File: config.mk
export PLATFORM = sky130hd
export DESIGN_NAME = cron_next_fire_search
export DESIGN_NICKNAME = d
export VERILOG_FILES = /design/src/cnfs_pkg.sv /design/src/cnfs_div.sv /design/src/cnfs_cal.sv /design/src/cron_next_fire_search.sv
export SDC_FILE = /design/constraint.sdc
export NUM_CORES = 1
export LEC_CHECK = 0
export CAP_MARGIN = 5
export CORE_UTILIZATION = 45
export DETAILED_ROUTE_END_ITERATION = 7
export DONT_BUFFER_PORTS = 1
export PLACE_DENSITY = 0.59
export SLEW_MARGIN = 20
export SYNTH_ARGS = -nofsm -noshare
export SYNTH_HDL_FRONTEND = slang
export SYNTH_HIERARCHICAL = 1
export SYNTH_SLANG_ARGS = --single-unit
File: constraint.sdc
create_clock -name clock -period 6.25 [get_ports clock]
set_clock_uncertainty 0.05 [all_clocks]
set_input_delay 0.625 -clock clock [delete_from_list [all_inputs] [get_ports clock]]
set_output_delay 0.625 -clock clock [all_outputs]
set_load 0.01 [all_outputs]
File: src/cnfs_pkg.sv
// ---------------------------------------------------------------------------
// cnfs_pkg: shared types and constants for the cron next-fire search
// Calendar constants, month length table, register indexes, sequencer states.
// ---------------------------------------------------------------------------
package cnfs_pkg;

   localparam int unsigned SCAN_LIMIT_DEF = 40000;

   localparam int unsigned NOW_W      = 32;
   localparam int unsigned DELAY_W    = 32;
   localparam int unsigned CSR_IDX_W  = 3;
   localparam int unsigned CSR_DATA_W = 60;

   localparam int unsigned MS_PER_MIN    = 60000;
   localparam int unsigned MIN_PER_HOUR  = 60;
   localparam int unsigned MIN_PER_DAY   = 24 * 60;
   localparam int unsigned BASE_DOW      = 4;

   // minute number of a 32-bit ms timestamp fits in 17 bits
   localparam int unsigned BASE_W = 17;

   typedef enum logic [CSR_IDX_W-1:0] {
      REG_MINUTE_MASK = 3'd0,
      REG_HOUR_MASK   = 3'd1,
      REG_DOM_MASK    = 3'd2,
      REG_MONTH_MASK  = 3'd3,
      REG_DOW_MASK    = 3'd4,
      REG_RULE_VALID  = 3'd5
   } csr_reg_type;

   typedef enum logic [2:0] {
      ST_IDLE,
      ST_DIV,
      ST_DAYS,
      ST_HOURS,
      ST_MINS,
      ST_SCAN,
      ST_FIN
   } seq_state_type;

   typedef enum logic [1:0] {
      STEP_NONE,
      STEP_DAY,
      STEP_HOUR,
      STEP_MIN
   } step_type;

   typedef struct packed {
      logic     clear;
      step_type step;
   } cal_cmd_type;

   function automatic logic [4:0] month_len(input logic [3:0] month);
      logic [4:0] len;
      case (month)
         4'd2:    len = 5'd28;
         4'd4:    len = 5'd30;
         4'd6:    len = 5'd30;
         4'd9:    len = 5'd30;
         4'd11:   len = 5'd30;
         default: len = 5'd31;
      endcase
      return len;
   endfunction

endpackage

File: src/cnfs_div.sv
// ---------------------------------------------------------------------------
// cnfs_div: timestamp to minute number
// Divides by ms per minute through a reciprocal multiply; operand, then product registered.
// ---------------------------------------------------------------------------
module cnfs_div (
   input  logic                          clock,
   input  logic                          reset,
   input  logic                          start,
   input  logic [cnfs_pkg::NOW_W-1:0]    dividend,
   output logic                          done,
   output logic [cnfs_pkg::BASE_W-1:0]   quotient
);
   import cnfs_pkg::*;

   // 60000 = 32 * 1875: drop five low bits, then multiply by ceil(2^38 / 1875);
   // the rounding error stays below 2^11, exact for every 27-bit operand
   localparam int unsigned     PRE_SHIFT = 5;
   localparam int unsigned     X_W       = NOW_W - PRE_SHIFT;
   localparam int unsigned     M_W       = 28;
   localparam int unsigned     P_W       = X_W + M_W;
   localparam int unsigned     Q_SHIFT   = 38;
   localparam logic [M_W-1:0]  RECIP     = 28'd146601551;

   logic              pend_ff, pend_in;
   logic              done_ff, done_in;
   logic [X_W-1:0]    x_ff, x_in;
   logic [P_W-1:0]    prod_ff, prod_in;

   always_comb begin
      pend_in = start;
      done_in = pend_ff;
      x_in    = start ? dividend[NOW_W-1:PRE_SHIFT] : x_ff;
      prod_in = pend_ff ? ({{M_W{1'b0}}, x_ff} * {{X_W{1'b0}}, RECIP}) : prod_ff;
   end

   always_ff @(posedge clock) begin
      if (reset) begin
         pend_ff <= 1'b0;
         done_ff <= 1'b0;
      end else begin
         pend_ff <= pend_in;
         done_ff <= done_in;
      end
      x_ff    <= x_in;
      prod_ff <= prod_in;
   end

   assign done     = done_ff;
   assign quotient = prod_ff[Q_SHIFT +: BASE_W];

endmodule

File: src/cnfs_cal.sv
// ---------------------------------------------------------------------------
// cnfs_cal: incremental calendar counters and mask match
// Steps by one day, hour or minute with carries; flags a matching minute.
// ---------------------------------------------------------------------------
module cnfs_cal (
   input  logic                  clock,
   input  cnfs_pkg::cal_cmd_type cmd,
   input  logic [59:0]           minute_mask,
   input  logic [23:0]           hour_mask,
   input  logic [31:0]           dom_mask,
   input  logic [12:0]           month_mask,
   input  logic [6:0]            dow_mask,
   output logic                  hit
);
   import cnfs_pkg::*;

   logic [5:0] minute_ff, minute_in;
   logic [4:0] hour_ff, hour_in;
   logic [4:0] dom_ff, dom_in;
   logic [3:0] month_ff, month_in;
   logic [2:0] dow_ff, dow_in;
   logic       past_ff, past_in;   // beyond the last day of the year
   logic       day_carry, hour_carry;

   logic [63:0] minute_bits;
   logic [31:0] hour_bits;
   logic [15:0] month_bits;
   logic [7:0]  dow_bits;

   always_comb begin
      minute_in  = minute_ff;
      hour_in    = hour_ff;
      dom_in     = dom_ff;
      month_in   = month_ff;
      dow_in     = dow_ff;
      past_in    = past_ff;
      hour_carry = 1'b0;
      day_carry  = 1'b0;

      case (cmd.step)
         STEP_MIN: begin
            if (minute_ff == 6'(MIN_PER_HOUR - 1)) begin
               minute_in  = '0;
               hour_carry = 1'b1;
            end else begin
               minute_in = minute_ff + 1'b1;
            end
         end
         STEP_HOUR: hour_carry = 1'b1;
         STEP_DAY:  day_carry  = 1'b1;
         default: ;
      endcase

      if (hour_carry) begin
         if (hour_ff == 5'd23) begin
            hour_in   = '0;
            day_carry = 1'b1;
         end else begin
            hour_in = hour_ff + 1'b1;
         end
      end

      if (day_carry) begin
         dow_in = (dow_ff == 3'd6) ? 3'd0 : dow_ff + 1'b1;
         if (!past_ff) begin
            if (dom_ff == month_len(month_ff)) begin
               dom_in = 5'd1;
               if (month_ff == 4'd12) begin
                  // past the year end the date sticks at the first of January
                  month_in = 4'd1;
                  past_in  = 1'b1;
               end else begin
                  month_in = month_ff + 1'b1;
               end
            end else begin
               dom_in = dom_ff + 1'b1;
            end
         end
      end

      if (cmd.clear) begin
         minute_in = '0;
         hour_in   = '0;
         dom_in    = 5'd1;
         month_in  = 4'd1;
         dow_in    = 3'(BASE_DOW);
         past_in   = 1'b0;
      end
   end

   always_ff @(posedge clock) begin
      minute_ff <= minute_in;
      hour_ff   <= hour_in;
      dom_ff    <= dom_in;
      month_ff  <= month_in;
      dow_ff    <= dow_in;
      past_ff   <= past_in;
   end

   assign minute_bits = {4'b0, minute_mask};
   assign hour_bits   = {8'b0, hour_mask};
   assign month_bits  = {3'b0, month_mask};
   assign dow_bits    = {1'b0, dow_mask};

   assign hit = minute_bits[minute_ff] & hour_bits[hour_ff] & month_bits[month_ff]
              & (dom_mask[dom_ff] | dow_bits[dow_ff]);

endmodule

File: src/cron_next_fire_search.sv
// ---------------------------------------------------------------------------
// cron_next_fire_search: first cron-matching minute at or after a timestamp
// Divides the timestamp into a minute number, fast-forwards a calendar to it,
// then walks forward one minute per cycle testing the cron masks.
// ---------------------------------------------------------------------------
//
//  channel | direction | handshake          | content
//  --------+-----------+--------------------+--------------------------------
//  req_    | in        | tvalid/tready      | tdata: now_ms
//  rsp_    | out       | tvalid/tready      | tdata: wait_ms, tuser: found
//  csr_    | in        | we, no back-press. | index + wdata, register write
//
// Per request: accept, divide, fast-forward by days, then hours, then minutes,
//   then scan minutes (up to SCAN_LIMIT) and finish.
//   The minute scan through the shared calendar counter dominates.
// An invalid rule skips the search and goes straight from idle to the finish state.
// req_tready is high only while idle; a finished result waits in the output
//   register, and the next result stalls until rsp_tready frees it.
// Reset is synchronous; it clears control state and all cron registers.
// ---------------------------------------------------------------------------
module cron_next_fire_search #(
   parameter int unsigned SCAN_LIMIT = cnfs_pkg::SCAN_LIMIT_DEF
) (
   input  logic                              clock,
   input  logic                              reset,
   // request
   input  logic                              req_tvalid,
   output logic                              req_tready,
   input  logic [cnfs_pkg::NOW_W-1:0]        req_tdata,   // [31:0] now_ms
   // response
   output logic                              rsp_tvalid,
   input  logic                              rsp_tready,
   output logic [cnfs_pkg::DELAY_W-1:0]      rsp_tdata,   // [31:0] wait_ms
   output logic                              rsp_tuser,   // [0] found
   // configuration
   input  logic                              csr_we,
   input  logic [cnfs_pkg::CSR_IDX_W-1:0]    csr_index,
   input  logic [cnfs_pkg::CSR_DATA_W-1:0]   csr_wdata
);
   import cnfs_pkg::*;

   localparam int unsigned D_W = $clog2(SCAN_LIMIT + 1);

   // cron registers
   logic [59:0] minute_mask_ff;
   logic [23:0] hour_mask_ff;
   logic [31:0] dom_mask_ff;
   logic [12:0] month_mask_ff;
   logic [6:0]  dow_mask_ff;
   logic        rule_valid_ff;

   seq_state_type          state_ff, state_in;
   logic [BASE_W-1:0]      rem_ff, rem_in;      // minutes still to fast-forward
   logic [D_W-1:0]         scan_ff, scan_in;    // minutes ahead of the base
   logic [DELAY_W-1:0]     delay_ff, delay_in;  // scan_ff * 60000, kept as a sum
   logic                   found_ff, found_in;
   logic                   rsp_valid_ff, rsp_valid_in;
   logic                   rsp_found_ff, rsp_found_in;
   logic [DELAY_W-1:0]     rsp_delay_ff, rsp_delay_in;

   logic                   div_start, div_done;
   logic [BASE_W-1:0]      div_quo;
   cal_cmd_type            cal_cmd;
   logic                   cal_hit;

   // one subtractor serves all fast-forward phases; the borrow is the compare
   logic [BASE_W-1:0]      step_amt;
   logic [BASE_W:0]        rem_diff;
   logic                   rem_ge;

   // csr writes; unknown indexes fall through
   always_ff @(posedge clock) begin
      if (reset) begin
         minute_mask_ff <= '0;
         hour_mask_ff   <= '0;
         dom_mask_ff    <= '0;
         month_mask_ff  <= '0;
         dow_mask_ff    <= '0;
         rule_valid_ff  <= 1'b0;
      end else if (csr_we) begin
         case (csr_index)
            REG_MINUTE_MASK: minute_mask_ff <= csr_wdata[59:0];
            REG_HOUR_MASK:   hour_mask_ff   <= csr_wdata[23:0];
            REG_DOM_MASK:    dom_mask_ff    <= csr_wdata[31:0];
            REG_MONTH_MASK:  month_mask_ff  <= csr_wdata[12:0];
            REG_DOW_MASK:    dow_mask_ff    <= csr_wdata[6:0];
            REG_RULE_VALID:  rule_valid_ff  <= csr_wdata[0];
            default: ;
         endcase
      end
   end

   cnfs_div u_div (
      .clock    (clock),
      .reset    (reset),
      .start    (div_start),
      .dividend (req_tdata),
      .done     (div_done),
      .quotient (div_quo)
   );

   cnfs_cal u_cal (
      .clock       (clock),
      .cmd         (cal_cmd),
      .minute_mask (minute_mask_ff),
      .hour_mask   (hour_mask_ff),
      .dom_mask    (dom_mask_ff),
      .month_mask  (month_mask_ff),
      .dow_mask    (dow_mask_ff),
      .hit         (cal_hit)
   );

   always_comb begin
      case (state_ff)
         ST_DAYS:  step_amt = BASE_W'(MIN_PER_DAY);
         ST_HOURS: step_amt = BASE_W'(MIN_PER_HOUR);
         default:  step_amt = BASE_W'(1);
      endcase
   end

   assign rem_diff = {1'b0, rem_ff} - {1'b0, step_amt};
   assign rem_ge   = ~rem_diff[BASE_W];

   // sequencer
   always_comb begin
      state_in     = state_ff;
      rem_in       = rem_ff;
      scan_in      = scan_ff;
      delay_in     = delay_ff;
      found_in     = found_ff;
      rsp_valid_in = rsp_valid_ff;
      rsp_found_in = rsp_found_ff;
      rsp_delay_in = rsp_delay_ff;
      div_start    = 1'b0;
      cal_cmd      = '{clear: 1'b0, step: STEP_NONE};

      if (rsp_valid_ff && rsp_tready) begin
         rsp_valid_in = 1'b0;
      end

      case (state_ff)
         ST_IDLE: begin
            if (req_tvalid) begin
               cal_cmd.clear = 1'b1;
               scan_in       = '0;
               delay_in      = '0;
               found_in      = 1'b0;
               if (rule_valid_ff) begin
                  div_start = 1'b1;
                  state_in  = ST_DIV;
               end else begin
                  state_in = ST_FIN;
               end
            end
         end
         ST_DIV: begin
            if (div_done) begin
               rem_in   = div_quo;
               state_in = ST_DAYS;
            end
         end
         ST_DAYS, ST_HOURS, ST_MINS: begin
            if (rem_ge) begin
               rem_in = rem_diff[BASE_W-1:0];
               case (state_ff)
                  ST_DAYS:  cal_cmd.step = STEP_DAY;
                  ST_HOURS: cal_cmd.step = STEP_HOUR;
                  default:  cal_cmd.step = STEP_MIN;
               endcase
            end else begin
               case (state_ff)
                  ST_DAYS:  state_in = ST_HOURS;
                  ST_HOURS: state_in = ST_MINS;
                  default:  state_in = ST_SCAN;
               endcase
            end
         end
         ST_SCAN: begin
            if (cal_hit) begin
               found_in = 1'b1;
               state_in = ST_FIN;
            end else if (scan_ff == D_W'(SCAN_LIMIT - 1)) begin
               state_in = ST_FIN;
            end else begin
               cal_cmd.step = STEP_MIN;
               scan_in      = scan_ff + 1'b1;
               delay_in     = delay_ff + DELAY_W'(MS_PER_MIN);
            end
         end
         ST_FIN: begin
            // hand over once the output register is free
            if (!rsp_valid_ff || rsp_tready) begin
               rsp_valid_in = 1'b1;
               rsp_found_in = found_ff;
               rsp_delay_in = found_ff ? delay_ff : '0;
               state_in     = ST_IDLE;
            end
         end
         default: state_in = ST_IDLE;
      endcase
   end

   always_ff @(posedge clock) begin
      if (reset) begin
         state_ff     <= ST_IDLE;
         rsp_valid_ff <= 1'b0;
      end else begin
         state_ff     <= state_in;
         rsp_valid_ff <= rsp_valid_in;
      end
      rem_ff       <= rem_in;
      scan_ff      <= scan_in;
      delay_ff     <= delay_in;
      found_ff     <= found_in;
      rsp_found_ff <= rsp_found_in;
      rsp_delay_ff <= rsp_delay_in;
   end

   assign req_tready = (state_ff == ST_IDLE);
   assign rsp_tvalid = rsp_valid_ff;
   assign rsp_tdata  = rsp_delay_ff;
   assign rsp_tuser  = rsp_found_ff;

endmodule

Yosys cells after proc, flatten, opt, wreduce, memory -nomap -nowiden
Index checks and enable logic that the tools add are counted.

operators by class
  equal/unequal tests = 34
  $mul = 1
  $lt $le $gt $ge = 5
  $add $sub $neg = 8
  reductions and logical operators = 22
  muxes and demuxes = 63
  bitwise operators = 5

operators with widths
  operator                                              number
  2-to-1 mux 32 bit                                     3
  case mux 32 bit (2 select lines)                      1
  multiplier 27 x 28 -> 55 bit (second input constant)  1
  2-to-1 mux 16 bit                                     3
  2-to-1 mux 17 bit                                     2
  case mux 17 bit (2 select lines)                      1
  adder 32 x 16 -> 32 bit (second input constant)       1
  case mux 16 bit (2 select lines)                      1
  2-to-1 mux 3 bit                                      8
  2-to-1 mux 1 bit                                      22
  case mux 11 bit (2 select lines)                      1
  2-to-1 mux 5 bit                                      4
  equality test 3 bit (second input constant)           6
  subtractor 17 x 17 -> 18 bit                          1
  adder 16 x 1 -> 16 bit (second input constant)        1
  equality test 16 bit (second input constant)          1
  AND reduction 2 bit                                   8
  case mux 3 bit (5 select lines)                       1
  inequality test 2 bit (second input constant)         7
  equality test 3 x 2 -> 1 bit (second input constant)  4
  equality test 4 bit (second input constant)           3
  < comparator 5 x 6 -> 1 bit (second input constant)   2
  case mux 2 bit (2 select lines)                       3
  adder 5 x 1 -> 5 bit (second input constant)          2
  38 further kinds                                      51

word-level totals
  logic and storage cells = 162
  bits in registers = 348

Logic depth before layout (Yosys ltp)
  word-level depth = 15
  gate-level depth with buffers = 24
  mapped depth without buffers = 24

By module
Netlist, hierarchy kept.

modules (own cells, without submodules)
  module                 cells each  area each (µm²)  times used  sequential area each (µm²)
  cnfs_div               1348        14121.0          1           1361.3
  cron_next_fire_search  1067        9690.5           1           5495.3
  cnfs_cal               252         2534.9           1           480.5

Worst setup path before layout
OpenSTA, ideal clock, no wires.

  kind = reg2reg
  start point = register u_div.x_ff[24]
  end point = register u_div.prod_ff[47], data pin
  slack = -0.472 ns
  buffers on the path = 0
  cell stages (with the launch flop) = 21
  required time = 5.937 ns
  period minus slack after synthesis = 6.722 ns
  arrival = 6.409 ns
  cells stage by stage = edfxtp_1 -> fa_1 -> inv_1 -> fa_1 -> fa_1 -> inv_1 -> fa_1 -> inv_1 -> fa_1 -> inv_1 -> fa_1 -> fa_1 -> ha_1 -> a211oi_1 -> o21ai_0 -> o21ai_0 -> a21oi_1 -> a2111oi_4 -> o21bai_2 -> a311oi_2 -> xnor2_1

between the ends
  word-level cells in the longest chain between the ends = 1

ends and longest elaborated chain
  element                       line            RTL
  start, declared               cnfs_div.sv:26  logic [X_W-1:0] x_ff, x_in;
  start signal, assigned        cnfs_div.sv:44  x_ff <= x_in;
  multiplier 27 x 28 -> 55 bit  cnfs_div.sv:33  prod_in = pend_ff ? ({{M_W{1'b0}}, x_ff} * {{X_W{1'b0}}, RECIP}) : prod_ff;
  end signal, assigned          cnfs_div.sv:45  prod_ff <= prod_in;
  end, declared                 cnfs_div.sv:27  logic [P_W-1:0] prod_ff, prod_in;

Every way passes these cells.
A chain may end at the register's enable or synchronous reset.

Worst setup path in the final report
  start point = register u_div.x_ff[7]
  end point = register u_div.prod_ff[48], data pin

Same word-level chain as after synthesis.

==> run summary <==
The cell family contributing the most delay on the critical path is adder cells. The final RePlAce weighted congestion is 0.962, and the xor and xnor area share after synthesis is 1.99%. The die outline width was 244 um.

The number of violations reported at the end of detailed-routing iteration 0 was 972; the delay of the slowest cell on the worst path was 0.61 ns. Summing every instance area after synthesis gives 26300 um2. The logs give 0 for the post-detailed-route DRC marker count and 2667 for the cell count after synthesis.

Across the run, the number of max-cap violations was 0. The final layout contains 3516 nets. The detail route stage leaves a number of antenna-violating nets equal to 0. The category of the worst setup path launch point is a flip-flop.

The number of hold buffers added after CTS was 0. The H-tree depth was 2; the final period utilization was 105%. The setup slack of the critical path after layout is -0.301 ns, and the sequential fraction of design power is 26.6%.

The overall via count from detail_route was 18904. The final max-slew violation count was 0; the initial antenna violation count was 2. The min-delay analysis places its worst path in the category in2reg.

Setup repair after global routing could not meet its margin everywhere. The maximum net fanout on the critical path is 4. The run finished, with violations left. After synthesis, the largest family of logic cells by area is adder cells.

The type of the worst setup path is reg2reg. The number of primary I/O pins came out at 135. The tightest hold path in the finished design has a slack of 0.0897 ns. Counting flops with a built-in enable in the synthesized netlist gives 133.

Internal power comes to 0.00621 W. The clock network is responsible for 19.8% of the overall power. The first global-routing pass estimated 111000 um of wire.

The routed wire length per instance was 19.3 um; the starting utilization of the core area was 45.6%. The number of global-route vias before repair was 19749. The actual transition at the worst max-transition pin was 0.967 ns; the maximum number of buffers from clock root to sink was 3. In the global route stage, overall resource usage came out at 23.9%.

The worst path in the final design needs a cycle of 6.55 ns, including I/O delays and setup. The tree is rooted in a sky130_fd_sc_hd__clkbuf_16. After detailed routing, the total wire length is 70100 um. TritonCTS built the clock tree.

The post-route netlist has 16.2% of its cells at a drive strength greater than 1. The worst path buffer plus inverter count is 5, and the required time at the worst-slack endpoint is 6.50 ns. The maximum VDD drop is 280 uV, and the leakage dissipation is 13.5 nW. Compared with the post-synthesis result, the final layout area differs by 15.6%. The combinational power share is 53.5%. The capturing element type of the critical path was a flip-flop. Walking the worst path, the cells encountered are fa_2, inv_1, fa_1, inv_1, fa_1, fa_1, fa_2, inv_2, fa_1, inv_2, fa_1, ha_4, nand4_4, nor2_4, nand3_4, buf_6, a2111oi_4, a2111oi_4, o21bai_4, a41oi_2, xnor2_1.

The checks that failed: setup timing. The setup-violating endpoint count in the final report was 15; the count of distinct cell types in the synthesized netlist was 102. Net switching is 39.9% of the power. The insertion delay of the later-clocked pin in the worst-skew pair came out at 0.57 ns.

Summed over all layers, the global routing overflow is 0. The first-pass detailed-route iteration total was 5. Measured against its own limit, the worst slew margin works out to 35.1%. The slowest stage of the critical path is the sky130_fd_sc_hd__fa_2 cell. The count of yosys warnings during synthesis was 6. The cell total after placement came out at 3542.

The top cell types in the final layout, fill and taps aside, are sky130_fd_sc_hd__inv_1, sky130_fd_sc_hd__nand2_1, sky130_fd_sc_hd__fa_1. Summing the areas of all compound-gate instances in the mapped netlist gives 9.73% of the synthesized area. Entering global routing, the biggest net connects 146 pins. The average footprint of a synthesized cell was 9.88 um2; the number of placement rows was 88. Synthesis-stage register bit count: 300. Most common cell after layout, fill and taps aside: sky130_fd_sc_hd__inv_1. The run gives 300 as the CTS sink count. In the routed layout, each cell is associated on average with a via count of 5.20. Of all flip-flops after synthesis, the portion carrying an async set or reset was 0%. After floorplanning, the core was sized to cover 57800 um2.

Based on the critical path, the design can be clocked at up to 0.153 GHz. The synthesized netlist devotes 12.0% of its cell area to simple gates. The synthesized netlist devotes 35.8% of its cell area to adder and majority cells. After clock tree synthesis, the clock-pin slew on the worst setup and hold paths is 0.07 ns. In the synthesized netlist the dominant register cell turns out to be sky130_fd_sc_hd__dfxtp_1. The endpoint arrival time on the critical path is 6.80 ns.

The final standard cell count with taps included and fillers excluded was 3632. After legalization and detailed placement, the total HPWL measured 56900 um. In this design, the critical path's most frequently occurring cell is sky130_fd_sc_hd__fa_1. The hold violation total from the final report was 0; the number of buffers added by the clock tree synthesis step was 36.

Antenna diode count: 0. The die covers 59500 um2. The vertical die dimension works out to 244 um. The mux contribution to synthesized area is 3.98%, and the power density relative to cell area is 339 nW/um2.

Sequential elements use 27.8% of the synthesized area. The run gives 0.00413 W as the net switching power. During placement, the flow inserted port buffers numbering 0.
==> final cells by class <==
| class | count | area (um2) |
|---|---|---|
| fillers | 5237 | 27300 |
| multi-input cells | 1791 | 17500 |
| flip-flops and latches | 300 | 7340 |
| inverters | 488 | 1830 |
| repair buffers | 222 | 1690 |
| clock buffers | 54 | 1040 |
| well taps | 765 | 957 |
| clock inverters | 12 | 105 |
==> metrics by stage <==
| stage | total power (W) | setup WS [ns] | area, um2 | TNS, ns | util [%] |
|---|---|---|---|---|---|
| global placement | 0.00758 | -0.318 | 28600 | -2.78 | 49.4 |
| CTS | 0.0101 | -0.332 | 30200 | -3.22 | 52.2 |
| global route | 0.0111 | -0.486 | 30500 | -5.88 | 52.7 |
| finish | 0.0103 | -0.301 | 30500 | -2.81 | 52.7 |
| detailed placement | 0.00768 | -0.404 | 28600 | -3.81 | 49.5 |
| floorplan | 0.00612 | -0.0102 | 26500 | -0.0102 | - |
==> metal layers <==
metal  vias up  global-route usage, %  share of wire (%)
met5         -                      0                  0
met4         0                   6.10                2.6
met3       104                   3.62                4.6
met2       378                   42.4                 50
met1      9310                   30.3                 43
li1       9112                      -                  -
==> synth_stat cells, types with 30 or more instances <==
cell / n / area share, %
sky130_fd_sc_hd__inv_1: 488 / 7.0
sky130_fd_sc_hd__nand2_1: 330 / 4.7
sky130_fd_sc_hd__fa_1: 296 / 22
sky130_fd_sc_hd__ha_1: 281 / 13
sky130_fd_sc_hd__a21oi_1: 206 / 3.9
sky130_fd_sc_hd__dfxtp_1: 167 / 13
sky130_fd_sc_hd__edfxtp_1: 133 / 15
sky130_fd_sc_hd__nor2_1: 120 / 1.7
sky130_fd_sc_hd__clkbuf_1: 71 / 1.0
sky130_fd_sc_hd__o21ai_0: 38 / 0.72
sky130_fd_sc_hd__a21o_1: 36 / 1.0
sky130_fd_sc_hd__nand3_1: 35 / 0.66
sky130_fd_sc_hd__and2_1: 34 / 0.81
sky130_fd_sc_hd__mux2i_1: 34 / 1.3
sky130_fd_sc_hd__xnor2_1: 33 / 1.1
sky130_fd_sc_hd__mux4_2: 30 / 2.6
==> sequential cells by signal, summed over array words and instances, names as in the netlist, 6 cells and up <==
register / flops
u_cal/minute_ff: 6
u_div/x_ff: 27
rsp_tdata: 27
rem_ff: 17
delay_ff: 27
dom_mask_ff: 32
dow_mask_ff: 7
month_mask_ff: 13
u_div/prod_ff: 17
scan_ff: 16
minute_mask_ff: 60
hour_mask_ff: 24
==> logic make-up after synthesis <==
logic type | after synthesis
compound gates | 400
mux | 67
other cells | 1
flops | 300
simple gates | 682
fa+ha+maj | 577
xor+xnor | 60
buf+inv | 580
==> worst register-to-register path, delay by kind of cell, from the launching register on <==
kind | cells | cell delay, ns
adders and majority gates | 8 | 4.01
AOI/OAI and AO/OA | 4 | 0.82
DFF | 1 | 0.46
and+or+nand+nor | 3 | 0.42
buffers and inverters | 5 | 0.35
xor gates and xnor gates | 1 | 0.15
==> final timing paths <==
check	start	endpoint	slack, ns	cells after the start
min reg2reg	minute_mask_ff[53]	minute_mask_ff[53]	0.40	2
max reg2reg	u_div/x_ff[7]	u_div/prod_ff[48]	-0.30	21
min	req_tdata[8]	u_div/x_ff[3]	0.09	0
max	u_div/x_ff[7]	u_div/prod_ff[48]	-0.30	21
==> power by group through the flow <==
stage                     clock network (W)  logic [W]  registers [W]
after floorplan                           0    0.00351        0.00261
after global placement                    0    0.00480        0.00278
after detailed placement                  0    0.00488        0.00280
after CTS                           0.00211    0.00527        0.00276
after global routing                0.00218    0.00609        0.00280
final                               0.00205    0.00553        0.00275
==> repair_timing <==
action,CTS,global route
pin swaps,73,53
endpoints found under the hold margin,0,0
resized for setup,65,40
setup buffers,15,10
setup endpoints to repair,16,17
Power figures use the tool's default switching activity.
